<file path="config.mk">
export PLATFORM = sky130hd
export DESIGN_NAME = utf8_byte_stream_decoder_flat
export DESIGN_NICKNAME = d
export VERILOG_FILES = /design/src/u8d_pkg.sv /design/src/u8d_stream_if.sv /design/src/utf8_byte_stream_decoder.sv /design/src/flat_wrapper.sv
export SDC_FILE = /design/constraint.sdc
export NUM_CORES = 1
export LEC_CHECK = 0
export ABC_AREA = 1
export ABC_CLOCK_PERIOD_IN_PS = 2250
export BUFFER_PORTS_ARGS = -buffer_cell sky130_fd_sc_hd__buf_2
export CORE_ASPECT_RATIO = 1.1
export CORE_MARGIN = 2
export CORE_UTILIZATION = 40
export DETAILED_ROUTE_END_ITERATION = 8
export GPL_ROUTABILITY_DRIVEN = 0
export PLACE_DENSITY_LB_ADDON = 0.12
export SYNTH_ARGS = -nofsm -noshare
export SYNTH_HDL_FRONTEND = slang
export SYNTH_SLANG_ARGS = --single-unit
</file>
<file path="constraint.sdc">
create_clock -name clock -period 2.25 [get_ports clock]
set_clock_uncertainty 0.15 [all_clocks]
set_input_delay 0.45 -clock clock [delete_from_list [all_inputs] [get_ports clock]]
set_output_delay 0.45 -clock clock [all_outputs]
set_load 0.01 [all_outputs]
</file>
<file path="src/u8d_pkg.sv">
package u8d_pkg;

   localparam int unsigned ByteW    = 8;
   localparam int unsigned CodeW    = 21;
   localparam int unsigned PartialW = 18;
   localparam int unsigned PendW    = 2;

   // Byte patterns of the lead position
   localparam logic [ByteW-1:0] AsciiMax   = 8'h7F;
   localparam logic [ByteW-1:0] Lead2Mask  = 8'hE0;
   localparam logic [ByteW-1:0] Lead2Code  = 8'hC0;
   localparam logic [ByteW-1:0] Lead3Mask  = 8'hF0;
   localparam logic [ByteW-1:0] Lead3Code  = 8'hE0;
   localparam logic [ByteW-1:0] Lead4Mask  = 8'hF8;
   localparam logic [ByteW-1:0] Lead4Code  = 8'hF0;
   localparam logic [ByteW-1:0] Lead2Bits  = 8'h1F;
   localparam logic [ByteW-1:0] Lead3Bits  = 8'h0F;
   localparam logic [ByteW-1:0] Lead4Bits  = 8'h07;

   typedef enum logic [2:0] {
      LEAD_ASCII,
      LEAD_TWO,
      LEAD_THREE,
      LEAD_FOUR,
      LEAD_STRAY
   } lead_kind_type;

   function automatic lead_kind_type lead_kind(input logic [ByteW-1:0] c);
      lead_kind_type k;
      if (c <= AsciiMax) begin
         k = LEAD_ASCII;
      end else if ((c & Lead2Mask) == Lead2Code) begin
         k = LEAD_TWO;
      end else if ((c & Lead3Mask) == Lead3Code) begin
         k = LEAD_THREE;
      end else if ((c & Lead4Mask) == Lead4Code) begin
         k = LEAD_FOUR;
      end else begin
         k = LEAD_STRAY;
      end
      return k;
   endfunction

endpackage

</file>
<file path="src/u8d_stream_if.sv">
interface u8d_req_if
   import u8d_pkg::*;
();
   logic             valid;
   logic             ready;
   logic [ByteW-1:0] data_byte;
   logic             final_byte;

   modport source (output valid, data_byte, final_byte, input ready);
   modport sink   (input valid, data_byte, final_byte, output ready);
endinterface

interface u8d_rsp_if
   import u8d_pkg::*;
();
   logic             valid;
   logic             ready;
   logic [CodeW-1:0] code_point;
   logic             string_end;
   logic             truncated;

   modport source (output valid, code_point, string_end, truncated, input ready);
   modport sink   (input valid, code_point, string_end, truncated, output ready);
endinterface

</file>
<file path="src/utf8_byte_stream_decoder.sv">
// channel  | dir | payload                                   | handshake
// ---------+-----+-------------------------------------------+-------------
// req_ch   | in  | data_byte[7:0], final_byte                | valid/ready
// rsp_ch   | out | code_point[20:0], string_end, truncated   | valid/ready
//
// One byte per cycle while rsp_ch is not stalled; a result appears on rsp_ch the cycle after its byte.
// Latency and throughput are set by the single result register.
// Reset (synchronous) clears the pending count, partial value and rsp valid.
// req_ch.ready is low only while a result is held and rsp_ch.ready is low.
// Bytes that give no result (lead of a sequence, inner continuation) pass
// without touching the result register.
module utf8_byte_stream_decoder
   import u8d_pkg::*;
(
   input  logic        clock,
   input  logic        reset,
   u8d_req_if.sink     req_ch,
   u8d_rsp_if.source   rsp_ch
);

   logic [PendW-1:0]    bytes_pending_ff, bytes_pending_in;
   logic [PartialW-1:0] partial_value_ff, partial_value_in;
   logic                rsp_valid_ff, rsp_valid_in;
   logic [CodeW-1:0]    code_point_ff, code_point_in;
   logic                string_end_ff, string_end_in;
   logic                truncated_ff, truncated_in;

   logic                accept;
   logic                emit;
   logic [CodeW-1:0]    emit_cp;
   logic                emit_trunc;
   lead_kind_type       kind;

   assign req_ch.ready = !rsp_valid_ff || rsp_ch.ready;
   assign accept       = req_ch.valid && req_ch.ready;
   assign kind         = lead_kind(req_ch.data_byte);

   // decode one byte
   always_comb begin
      bytes_pending_in = bytes_pending_ff;
      partial_value_in = partial_value_ff;
      emit             = 1'b0;
      emit_cp          = '0;
      emit_trunc       = 1'b0;
      if (bytes_pending_ff != '0) begin
         bytes_pending_in = bytes_pending_ff - PendW'(1);
         if (bytes_pending_ff == PendW'(1)) begin
            partial_value_in = '0;
            emit             = 1'b1;
            emit_cp          = {partial_value_ff[CodeW-7:0], req_ch.data_byte[5:0]};
         end else begin
            partial_value_in = {partial_value_ff[PartialW-7:0], req_ch.data_byte[5:0]};
            emit_trunc       = 1'b1;
         end
      end else begin
         unique case (kind)
            LEAD_ASCII: begin
               emit    = 1'b1;
               emit_cp = CodeW'(req_ch.data_byte);
            end
            LEAD_TWO: begin
               bytes_pending_in = PendW'(1);
               partial_value_in = PartialW'(req_ch.data_byte & Lead2Bits);
               emit_trunc       = 1'b1;
            end
            LEAD_THREE: begin
               bytes_pending_in = PendW'(2);
               partial_value_in = PartialW'(req_ch.data_byte & Lead3Bits);
               emit_trunc       = 1'b1;
            end
            LEAD_FOUR: begin
               bytes_pending_in = PendW'(3);
               partial_value_in = PartialW'(req_ch.data_byte & Lead4Bits);
               emit_trunc       = 1'b1;
            end
            default: begin
               emit_trunc = 1'b1;
            end
         endcase
      end
      // end of string: always one result, drop any partial tail
      if (req_ch.final_byte) begin
         bytes_pending_in = '0;
         partial_value_in = '0;
         if (emit_trunc) begin
            emit    = 1'b1;
            emit_cp = '0;
         end
      end
   end

   always_comb begin
      rsp_valid_in  = rsp_valid_ff && !rsp_ch.ready;
      code_point_in = code_point_ff;
      string_end_in = string_end_ff;
      truncated_in  = truncated_ff;
      if (accept && emit) begin
         rsp_valid_in  = 1'b1;
         code_point_in = emit_cp;
         string_end_in = req_ch.final_byte;
         truncated_in  = req_ch.final_byte && emit_trunc;
      end
   end

   always_ff @(posedge clock) begin
      if (reset) begin
         bytes_pending_ff <= '0;
         partial_value_ff <= '0;
         rsp_valid_ff     <= 1'b0;
      end else begin
         if (accept) begin
            bytes_pending_ff <= bytes_pending_in;
            partial_value_ff <= partial_value_in;
         end
         rsp_valid_ff <= rsp_valid_in;
      end
   end

   always_ff @(posedge clock) begin
      code_point_ff <= code_point_in;
      string_end_ff <= string_end_in;
      truncated_ff  <= truncated_in;
   end

   assign rsp_ch.valid      = rsp_valid_ff;
   assign rsp_ch.code_point = code_point_ff;
   assign rsp_ch.string_end = string_end_ff;
   assign rsp_ch.truncated  = truncated_ff;

`ifndef SYNTHESIS
   a_trunc_zero_cp: assert property (@(posedge clock) disable iff (reset)
      rsp_valid_ff && truncated_ff |-> code_point_ff == '0 && string_end_ff)
      else $error("truncated result carries a code point or lacks string end");

   a_final_clears: assert property (@(posedge clock) disable iff (reset)
      accept && req_ch.final_byte |=> bytes_pending_ff == '0 && partial_value_ff == '0)
      else $error("state not cleared after final byte");

   a_idle_partial: assert property (@(posedge clock) disable iff (reset)
      bytes_pending_ff == '0 |-> partial_value_ff == '0)
      else $error("partial value left without pending bytes");

   a_stall_blocks: assert property (@(posedge clock) disable iff (reset)
      rsp_valid_ff && !rsp_ch.ready |-> !req_ch.ready)
      else $error("byte taken while result is stalled");

   a_final_emits: assert property (@(posedge clock) disable iff (reset)
      accept && req_ch.final_byte |=> rsp_valid_ff && string_end_ff)
      else $error("final byte gave no end-of-string result");
`endif

endmodule

</file>
<file path="src/flat_wrapper.sv">
// flat-port wrapper written by rule: the top's interface ports become plain ports
module utf8_byte_stream_decoder_flat import u8d_pkg::*;
  (clock, reset, req_ch_valid, req_ch_data_byte, req_ch_final_byte, req_ch_ready, rsp_ch_valid, rsp_ch_code_point, rsp_ch_string_end, rsp_ch_truncated, rsp_ch_ready);
  u8d_req_if req_ch_i ();
  u8d_rsp_if rsp_ch_i ();
  input  logic clock;
  input  logic reset;
  input wire logic [$bits(req_ch_i.valid)-1:0] req_ch_valid;
  input wire logic [$bits(req_ch_i.data_byte)-1:0] req_ch_data_byte;
  input wire logic [$bits(req_ch_i.final_byte)-1:0] req_ch_final_byte;
  output wire logic [$bits(req_ch_i.ready)-1:0] req_ch_ready;
  output wire logic [$bits(rsp_ch_i.valid)-1:0] rsp_ch_valid;
  output wire logic [$bits(rsp_ch_i.code_point)-1:0] rsp_ch_code_point;
  output wire logic [$bits(rsp_ch_i.string_end)-1:0] rsp_ch_string_end;
  output wire logic [$bits(rsp_ch_i.truncated)-1:0] rsp_ch_truncated;
  input wire logic [$bits(rsp_ch_i.ready)-1:0] rsp_ch_ready;
  assign req_ch_i.valid = req_ch_valid;
  assign req_ch_i.data_byte = req_ch_data_byte;
  assign req_ch_i.final_byte = req_ch_final_byte;
  assign req_ch_ready = req_ch_i.ready;
  assign rsp_ch_valid = rsp_ch_i.valid;
  assign rsp_ch_code_point = rsp_ch_i.code_point;
  assign rsp_ch_string_end = rsp_ch_i.string_end;
  assign rsp_ch_truncated = rsp_ch_i.truncated;
  assign rsp_ch_i.ready = rsp_ch_ready;
  utf8_byte_stream_decoder u_core (.clock(clock), .reset(reset), .req_ch(req_ch_i), .rsp_ch(rsp_ch_i));
endmodule
</file>
==> results of run 1 <==
-- how the worst max path moves through the flow --
stage | from | end | slack [ns] | cells after the start
6_report | u_core.bytes_pending_ff[0] | u_core.rsp_ch.code_point[13] | 0.56 | 5
5_1_grt | u_core.bytes_pending_ff[0] | u_core.rsp_ch.code_point[13] | 0.41 | 5
4_1_cts | u_core.bytes_pending_ff[0] | u_core.rsp_ch.code_point[13] | 0.56 | 5
3_5_place_dp | req_ch_data_byte[7] | u_core.rsp_ch.code_point[13] | 0.44 | 5
3_3_place_gp | req_ch_data_byte[7] | u_core.rsp_ch.code_point[19] | 0.48 | 5
2_1_floorplan | rsp_ch_ready | u_core.rsp_ch.code_point[0] | 0.43 | 4
-- critical path, delay by kind of cell (launching register included) --
family,cells,cell delay [ns]
DFF,1,0.40
buffers and inverters,3,0.43
AOI/OAI and AO/OA,2,0.37
-- registers in the layout (all words and copies together) (netlist names) --
register / cells
u_core.rsp_ch.string_end: 1
u_core.partial_value_ff: 15
u_core.rsp_ch.truncated: 1
u_core.rsp_ch.code_point: 21
u_core.rsp_ch.valid: 1
u_core.bytes_pending_ff: 2
-- cells by family (layout without fill, tap and decap cells) --
group / Yosys count / after routing / share of synthesized area
flip-flops: 41 / 41 / 0.615
AO/OA/AOI/OAI: 21 / 21 / 0.0718
buffers and inverters: 35 / 77 / 0.0938
AND/OR/NAND/NOR: 94 / 94 / 0.219
-- stage by stage --
stage,power [mW],setup WS [ns],hold slack [ns],cells
2_1_floorplan,1.06,0.428,0.303,191
3_5_place_dp,1.13,0.441,0.321,277
6_report,1.81,0.558,0.172,285
3_3_place_gp,1.13,0.483,0.311,277
5_1_grt,1.89,0.413,0.162,285
4_1_cts,1.82,0.558,0.163,285
-- placed cells by master (no fill, tap or decap), types with 3 or more instances in the layout --
| master | count |
|---|---|
| nor2_1 | 73 |
| buf_2 | 37 |
| inv_1 | 28 |
| edfxtp_1 | 23 |
| dfxtp_1 | 18 |
| o21ai_0 | 15 |
| nand2_1 | 13 |
| clkbuf_8 | 5 |
| a21oi_1 | 4 |
| nand2_2 | 3 |
| nand3_1 | 3 |
-- area by class of cell --
| cell class | instances | area, µm² |
|---|---|---|
| timing repair buffer | 38 | 193 |
| clock buffer | 5 | 68.8 |
| multi-input combinational | 115 | 497 |
| inverter | 31 | 121 |
| tap | 52 | 65.1 |
| fill | 417 | 1960 |
| clock inverter | 3 | 65.1 |
| sequential | 41 | 1050 |
-- where the power goes --
group	total (mW)	switching (mW)	internal, mW	leakage [nW]
combinational	0.230	0.152	0.0777	0.469
sequential	0.882	0.0238	0.858	0.376
clock	0.695	0.254	0.441	0.0681
total	1.81	0.431	1.38	0.913
-- routing by layer --
metal,share of wire,vias up
met5,0,-
met4,0.020,0
met3,0.049,4
met2,0.49,30
met1,0.44,558
li1,-,671
==> results.txt, run 1 <==
----------------------------------------------------
[Status]
  Result of the run ... finished, final reports clean

[Cells and area]
  Net count reported at finish ... 245
  Count of antenna diodes in the layout ... 0
  Fraction of final layout cells sized beyond drive strength 1 ... 0.236
  Design area ... approximately 2100 µm²
  Final Core Density ... 0.512
  Area growth from synthesis to final layout ... 20.7%

[Critical path]
  Worst reg2reg endpoint ... u_core.rsp_ch.code_point[13]
  Worst path arrival time ... approximately 1.5 ns
  Slack of the worst reg-to-reg path ... about 0.56 ns
  Worst setup EP type ... flop
  Register-to-Register Path Depth ... 5
  Critical-path maximum fanout ... 23
  Kind of start point of the critical path ... flop
  Critical Path Slowest Stage Cell ... dfxtp_1
  Worst r2r src ... u_core.bytes_pending_ff[0]
  Required time at the endpoint of the critical path ... 2.06 ns
  Crit path kind ... reg2reg
  Stage delay of the slowest cell on the critical path ... 0.40 ns
  Crit-path cells ... inv_2 -> a21oi_1 -> o21ai_0 -> inv_1 -> buf_4

[Global routing]
  Met1 demand-to-capacity share in global routing ... 0.183
  First-pass GRT wire length ... 5440 µm
  Grt met3 use ... 0.0434
  Global-route usage over all layers ... 0.152
  Peak-usage layer in the global routing report ... met2
  Antenna violations before repair ... 0
  Met2 demand-to-capacity share in global routing ... 0.248
  Maximum number of pins on one net before global-route repair ... 24
  Via count of the first global-routing pass ... around 1200
  Overflow left after global routing ... 0

[Yosys]
  Netlist area before placement ... roughly 1700 µm²
  Most used standard cell by instance count after synthesis ... nor2_1
  Number of nets in the synthesized netlist ... 204
  Number of distinct standard cells referenced by the synthesized netlist ... 18
  Top cells by count, synth ... nor2_1 (73), inv_1 (28), edfxtp_1 (23)
  YS warnings ... 0
  Portion of the post-synthesis area used by sequential elements ... 0.615
  Register bit count reported by yosys ... 41
  Cell type with the highest aggregate area in the netlist ... edfxtp_1
  Synth top area share ... 0.404
  Gate Count Post-Synth ... around 190
  Primary flip-flop cell chosen by synthesis mapping ... edfxtp_1
  Top cells by area in the synthesized netlist ... edfxtp_1 (40%), dfxtp_1 (21%), nor2_1 (16%)
  Number of enable-type register cells in the synthesized netlist ... 23
  Proportion of synthesized flip-flops having asynchronous set or reset ... 0
  Average cell area after synthesis ... 8.94 µm²

[Hold path]
  End point of the worst hold path ... u_core.rsp_ch.valid
  Startpoint of the most critical hold path ... reset
  Hold Crit Class ... in2reg
  Worst Hold Path Cells ... 2

[Clock network]
  Clock tree from TritonCTS ... yes
  Resized cells post-CTS ... 0
  Latest clock arrival within the worst-skew pair ... 0.29 ns
  Clock net sink count ... 41
  Number of buffers created by CTS ... 5
  Count of H-tree levels built during CTS ... 2
  Post-CTS Hold Fix Bufs ... 0
  CTS Root Buffer Type ... clkbuf_8
  Post-CTS Setup Repair Bufs ... 0
  Worst-case clock buffer depth ... 2
  Clock-pin slew reported for the worst setup and hold paths after clock tree synthesis ... 0.08 ns

[Floorplan]
  Overall die width ... 66.3 µm
  Number of rows created at floorplan ... 24
  Core outline area ... 4020 µm²
  Area enclosed by the die boundary ... around 4800 µm²
  Boundary Pins ... 38
  Die Span Y ... 72.5 µm
  Initial core utilization ... 0.424

[Pwr]
  Leak pwr ... 0.913 nW
  Pwr/cell area ... roughly 880 nW/µm²
  Maximum resistive drop on vdd ... 0.000601 V

[Run]
  Max-cap violations ... 0

[Drt]
  First-pass DRT Iterations ... 4
  Starting DRT DRC Count ... 64
  Total number of vias ... 1263
  Post-detailed-route wirelength per cell ... between 10 and 15 µm
  Remaining DRCs ... 0
  Sum of routed wire length over all layers ... 3260 µm
  Average vias per placed instance ... between 4 and 5
  Remaining antenna violation count after routing ... 0

[Timing]
  Final setup fails ... 0
  Setup repair after global routing missed its margin ... false
  Transition time at the pin with the least slew margin ... about 0.48 ns
  Fin Setup TNS ... 0 ns
  Final critical-path required period ... ~1.7 ns
  Final worst-path cycle share ... 0.752
  Total count of max-transition violations in the final report ... 0
  Fmax ... 0.591 GHz
  Total count of hold-check failures in the final report ... 0
  Worst relative slew slack ... 0.682

[Placed design]
  Cell Area, Placed ... 1930 µm²
  Number of buffers inserted by port buffering ... 37
  Sum of net half-perimeters after detailed placement ... 2150 µm

----------------------------------------------------
(Power assumes the default switching activity.)
==> run 2, diff against run 1 <==
- ABC_CLOCK_PERIOD_IN_PS: 2250 -> 1750
- clock period: 2.25 -> 1.75 ns (I/O delays scaled with it)
==> run 2 against run 1 <==
  * Die area unchanged
  * Worst setup slack worse by 0.35 ns
  * Fmax up 9.5%
  * Wire length down 3.3%
  * Non-clock buffer count up 3
  * Final area down 0.67%
  * Register-to-register slack worse by 0.35 ns
  * Largest power group unchanged
  * Final cell count up 1.1%
  * Power up 12%
  * Sequential share of layout area up 0.34 points
  * Clock-buffer cell count up 2
==> results.txt, run 2 (synthesis gave the netlist of run 1 again) <==
----------------------------------------------------
[Critical path]
  Worst path buffer plus inverter count ... 3 (unchanged)
  Crit path kind ... reg2reg
  Worst r2r src ... u_core.bytes_pending_ff[0]
  Crit-path cells ... inv_2 -> a21oi_2 -> o21ai_0 -> inv_1 -> buf_4
  Slack of the worst reg-to-reg path ... 0.20 ns (-0.35 ns)
  Largest delay contributor family on the critical path ... buffers and inverters
  Stage delay of the slowest cell on the critical path ... 0.41 ns (about the same)
  Worst reg2reg endpoint ... u_core.rsp_ch.code_point[3]
  Worst path arrival time ... 1.40 ns (-0.11 ns)
  Critical Path Slowest Stage Cell ... dfxtp_1
  Critical-path maximum fanout ... 8 (-65%)
  Origin of the worst setup path ... u_core.bytes_pending_ff[0]
  Register-to-Register Path Depth ... 5 (unchanged)
  Kind of start point of the critical path ... flop
  Worst setup EP type ... flop
  Required time at the endpoint of the critical path ... 1.60 ns (-0.46 ns)

[Cells and area]
  Flip-flop count of the largest register after layout ... 21 (unchanged)
  Final Core Density ... 0.509 (-0.00342)
  Fin cells ... 288 (+1.1%)
  Commonest cells after routing, fill and taps aside ... nor2_1 (73), buf_2 (37), inv_1 (28), edfxtp_1 (23), dfxtp_1 (18)
  Area growth from synthesis to final layout ... 19.9%
  Most common library cell in the layout ignoring fill and taps ... nor2_1
  Count of antenna diodes in the layout ... 0 (unchanged)
  Fraction of final layout cells sized beyond drive strength 1 ... 0.242 (+0.00547)
  Net count reported at finish ... 248 (+1.2%)

[Drt]
  Remaining DRCs ... 0 (unchanged)
  First-pass DRT Iterations ... 4 (unchanged)
  Sum of routed wire length over all layers ... 3150 µm (-3.3%)
  Average vias per placed instance ... 4.42 (-0.26%)
  Starting DRT DRC Count ... 89 (+39%)
  Total number of vias ... 1273 (+0.79%)
  Remaining antenna violation count after routing ... 0 (unchanged)
  Post-detailed-route wirelength per cell ... 10.9 µm (-4.3%)

[Timing]
  Final setup fails ... 0 (unchanged)
  Worst relative slew slack ... 0.697 (+0.0150)
  Transition time at the pin with the least slew margin ... 0.454 ns (-0.0225 ns)
  Final worst-path cycle share ... 0.883 (+0.131)
  Fin Setup TNS ... 0 ns (unchanged)
  Final critical-path required period ... 1.55 ns (-0.146 ns)
  Total count of hold-check failures in the final report ... 0 (unchanged)
  Setup repair after global routing missed its margin ... false
  Fmax ... 0.647 GHz (+9.5%)
  Total count of max-transition violations in the final report ... 0 (unchanged)
  Worst hold-check slack ... 0.0805 ns (-0.0919 ns)

[Global routing]
  Maximum number of pins on one net before global-route repair ... 18 (-25%)
  Global-route usage over all layers ... 0.148 (-0.00474)
  Antenna violations before repair ... 0 (unchanged)
  Via count of the first global-routing pass ... 1225 (+4.4%)
  First-pass GRT wire length ... 5330 µm (-1.9%)
  Overflow left after global routing ... 0 (unchanged)

[Floorplan]
  Boundary Pins ... 38 (unchanged)
  Initial core utilization ... 0.424 (unchanged)
  Die Span Y ... 72.5 µm (unchanged)
  Overall die width ... 66.3 µm (unchanged)
  Core outline area ... 4020 µm² (unchanged)
  Number of rows created at floorplan ... 24 (unchanged)
  Area enclosed by the die boundary ... 4810 µm² (unchanged)

[Clock network]
  Post-CTS Setup Repair Bufs ... 0 (unchanged)
  Worst-case clock buffer depth ... 2 (unchanged)
  Clock-pin slew reported for the worst setup and hold paths after clock tree synthesis ... 0.07 ns (about the same)
  Count of H-tree levels built during CTS ... 2 (unchanged)
  CTS Root Buffer Type ... clkbuf_8
  Clock tree from TritonCTS ... yes
  Resized cells post-CTS ... 0 (unchanged)
  Clock net sink count ... 41 (unchanged)
  Post-CTS Hold Fix Bufs ... 0 (unchanged)
  Latest clock arrival within the worst-skew pair ... 0.29 ns (about the same)
  Number of buffers created by CTS ... 5 (unchanged)

[Status]
  Result of the run ... finished, final reports clean

[Placed design]
  Dpl cells ... 280 (+1.1%)
  Sum of net half-perimeters after detailed placement ... 2190 µm (+1.9%)
  Number of buffers inserted by port buffering ... 37 (unchanged)

[Hold path]
  Worst Hold Path Cells ... 2 (unchanged)
  Startpoint of the most critical hold path ... reset
  End point of the worst hold path ... u_core.rsp_ch.valid
  Hold Crit Class ... in2reg

[Pwr]
  Maximum resistive drop on vdd ... 0.000475 V (-21%)
  Leak pwr ... 0.905 nW (-0.80%)
  Pwr/cell area ... 990 nW/µm² (+13%)

[Run]
  Max-cap violations ... 0 (unchanged)

----------------------------------------------------
## run 2: routing by layer
metal | GRT usage | part of all wire | wire length [µm]
met5 | 0 | 0 | 0
met4 | 0.0680 | 0.015 | 48
met3 | 0.0372 | 0.060 | 188
met2 | 0.250 | 0.49 | 1540
met1 | 0.175 | 0.44 | 1380
## run 2: metrics by stage
step	total power, mW	area [µm²]	worst slack (ns)
4_1_cts	2.06	2040	0.129
2_1_floorplan	1.37	1710	0.0178
6_report	2.03	2050	0.204
3_3_place_gp	1.47	1960	0.164
3_5_place_dp	1.47	1960	0.114
5_1_grt	2.14	2050	0.0840
## run 2: layout make-up
class / instances / area (µm²)
clock buffer: 7 / 76.3
clock inverter: 1 / 5.00
fill: 405 / 1980
inverter: 31 / 121
multi-input combinational: 115 / 500
sequential: 41 / 1050
tap: 52 / 65.1
timing repair buffer: 41 / 228
## run 2: worst max path at each step
stage | to | slack [ns] | depth (start not counted)
after floorplan | u_core.rsp_ch.code_point[0] | 0.02 | 4
after global placement | u_core.rsp_ch.code_point[2] | 0.16 | 5
after detailed placement | u_core.rsp_ch.code_point[2] | 0.11 | 5
after CTS | u_core.rsp_ch.code_point[2] | 0.13 | 5
after global routing | u_core.rsp_ch.code_point[3] | 0.08 | 5
final | u_core.rsp_ch.code_point[3] | 0.20 | 5
## run 2: report_power, final
part | switching [mW] | internal, mW | total [mW] | leakage, nW
Sequential | 0.0304 | 1.10 | 1.13 | 0.376
Combinational | 0.197 | 0.114 | 0.311 | 0.487
Clock | 0.302 | 0.280 | 0.582 | 0.0422
==> run 3, diff against run 2 <==
- CORE_ASPECT_RATIO: 1.1 -> not set
==> run 3 against run 2 <==
  * Sequential power is essentially flat
  * Critical endpoint is now u_core.rsp_ch.code_point[5]
  * Sequential share of layout area grew 0.063 points
  * Wire length increased by 5.4%
  * Largest cell class unchanged
  * Flip-flop and latch count unchanged
  * Hold slack lost 0.0089 ns
==> results.txt, run 3 (synthesis gave the netlist of run 1 again) <==
----------------------------------------------------
[Critical path]
  Required time at the endpoint of the critical path ... 1.60 ns (about the same)
  Worst setup EP type ... flop
  Slack of the worst reg-to-reg path ... 0.15 ns (-0.06 ns)
  Worst path arrival time ... 1.45 ns (+0.05 ns)
  Kind of start point of the critical path ... flop
  Critical-path maximum fanout ... 23 (+15)
  Crit path kind ... reg2reg

[Drt]
  Starting DRT DRC Count ... 133 (+49%)
  Remaining DRCs ... 0 (unchanged)
  First-pass DRT Iterations ... 4 (unchanged)
  Total number of vias ... 1302 (+2.3%)
  Post-detailed-route wirelength per cell ... 11.6 µm (+6.5%)
  Remaining antenna violation count after routing ... 0 (unchanged)
  Average vias per placed instance ... 4.57 (+3.4%)
  Sum of routed wire length over all layers ... 3320 µm (+5.4%)

[Pwr]
  Pwr/cell area ... 1030 nW/µm² (+3.6%)
  Maximum resistive drop on vdd ... 0.000470 V (-1.0%)
  Power, Total ... 2.10 mW (+3.5%)
  Leak pwr ... 0.906 nW (+0.12%)

[Clock network]
  Count of H-tree levels built during CTS ... 2 (unchanged)
  Post-CTS Hold Fix Bufs ... 0 (unchanged)
  Clock-pin slew reported for the worst setup and hold paths after clock tree synthesis ... 0.08 ns (about the same)
  Clock tree from TritonCTS ... yes
  Number of buffers created by CTS ... 5 (unchanged)
  Post-CTS Setup Repair Bufs ... 0 (unchanged)
  Worst-case clock buffer depth ... 2 (unchanged)
  Latest clock arrival within the worst-skew pair ... 0.29 ns (about the same)
  Resized cells post-CTS ... 0 (unchanged)
  Clock net sink count ... 41 (unchanged)
  CTS Root Buffer Type ... clkbuf_8

[Timing]
  Final critical-path required period ... 1.60 ns (+0.0550 ns)
  Fmax ... 0.625 GHz (-3.4%)
  Final setup fails ... 0 (unchanged)
  Worst relative slew slack ... 0.679 (-0.0180)
  Setup repair after global routing missed its margin ... false
  Fin Setup TNS ... 0 ns (unchanged)
  Total count of hold-check failures in the final report ... 0 (unchanged)
  Transition time at the pin with the least slew margin ... 0.481 ns (+0.0270 ns)
  Final worst-path cycle share ... 0.915 (+0.0314)
  Total count of max-transition violations in the final report ... 0 (unchanged)

[Placed design]
  Number of buffers inserted by port buffering ... 37 (unchanged)
  Sum of net half-perimeters after detailed placement ... 2220 µm (+1.2%)

[Cells and area]
  Flip-flop count of the largest register after layout ... 21 (unchanged)
  Fraction of final layout cells sized beyond drive strength 1 ... 0.238 (-0.00323)
  Net count reported at finish ... 247 (-0.40%)
  Count of antenna diodes in the layout ... 0 (unchanged)
  Area growth from synthesis to final layout ... 19.7%
  Most common library cell in the layout ignoring fill and taps ... nor2_1
  Commonest cells after routing, fill and taps aside ... nor2_1 (73), buf_2 (37), inv_1 (28), edfxtp_1 (23), dfxtp_1 (18)

[Floorplan]
  Initial core utilization ... 0.421 (-0.00353)
  Overall die width ... 69.3 µm (+4.6%)
  Core outline area ... 4060 µm² (+0.84%)
  Number of rows created at floorplan ... 23 (-4.2%)
  Area enclosed by the die boundary ... 4810 µm² (about the same)
  Die Span Y ... 69.3 µm (-4.4%)
  Boundary Pins ... 38 (unchanged)

[Global routing]
  Maximum number of pins on one net before global-route repair ... 24 (+6)
  Overflow left after global routing ... 0 (unchanged)
  Global-route usage over all layers ... 0.145 (-0.00237)
  First-pass GRT wire length ... 5510 µm (+3.2%)
  Antenna violations before repair ... 0 (unchanged)
  Via count of the first global-routing pass ... 1212 (-1.1%)

[Hold path]
  Hold Crit Class ... in2reg

[Status]
  Result of the run ... finished, final reports clean

[Run]
  Max-cap violations ... 0 (unchanged)

----------------------------------------------------
==> run 3: cell types whose count changed in the layout (fill, tap and decap cells not counted), sizes merged <==
cell,delta
buf,-1
inv,+1
clkinv,-1
==> run 3: final timing paths <==
path                                            startpoint                     endpoint  depth (start not counted)
worst max-delay path            u_core.bytes_pending_ff[0]  u_core.rsp_ch.code_point[5]                          5
worst min-delay path                                 reset          u_core.rsp_ch.valid                          2
worst max register to register  u_core.bytes_pending_ff[0]  u_core.rsp_ch.code_point[5]                          5
worst min register to register  u_core.partial_value_ff[9]   u_core.partial_value_ff[9]                          2
==> run 3: worst max-delay path, cell delays in order, from the launching register on <==
cell and delay (ns):
dfxtp_1 0.40, inv_2 0.07, a21oi_1 0.23, o21ai_0 0.15, inv_1 0.12, buf_12 0.19
==> run 3: metrics by stage <==
step / instances / area [µm²] / util / hold WS [ns] / setup WS, ns
final: 285 / 2040 / 0.504 / 0.0716 / 0.149
after global routing: 285 / 2040 / 0.504 / 0.0577 / 0.0261
after CTS: 285 / 2040 / 0.504 / 0.0656 / 0.154
after detailed placement: 277 / 1950 / 0.481 / 0.322 / 0.129
after global placement: 277 / 1950 / 0.481 / 0.313 / 0.196
after floorplan: 191 / 1710 / - / 0.269 / 0.0178
==> run 3: per-layer routing <==
layer / track usage / up-vias / share of wire
met5: 0 / - / 0
met4: 0.0545 / 0 / 0.012
met3: 0.0451 / 5 / 0.045
met2: 0.217 / 37 / 0.45
met1: 0.198 / 584 / 0.49
li1: - / 676 / -
==> run 3: power breakdown <==
part / switching (mW) / leakage (nW) / total (mW) / internal, mW
clock: 0.329 / 0.0488 / 0.651 / 0.322
sequential: 0.0310 / 0.376 / 1.13 / 1.10
combinational: 0.202 / 0.482 / 0.313 / 0.110
==> run 3: final cells by class <==
class	instances	area, µm²
Fill cell	393	2010
Clock inverter	1	6.26
Multi-Input combinational cell	115	497
Clock buffer	7	86.3
Sequential cell	41	1050
Inverter	31	121
Timing Repair Buffer	40	220
Tap cell	50	62.6
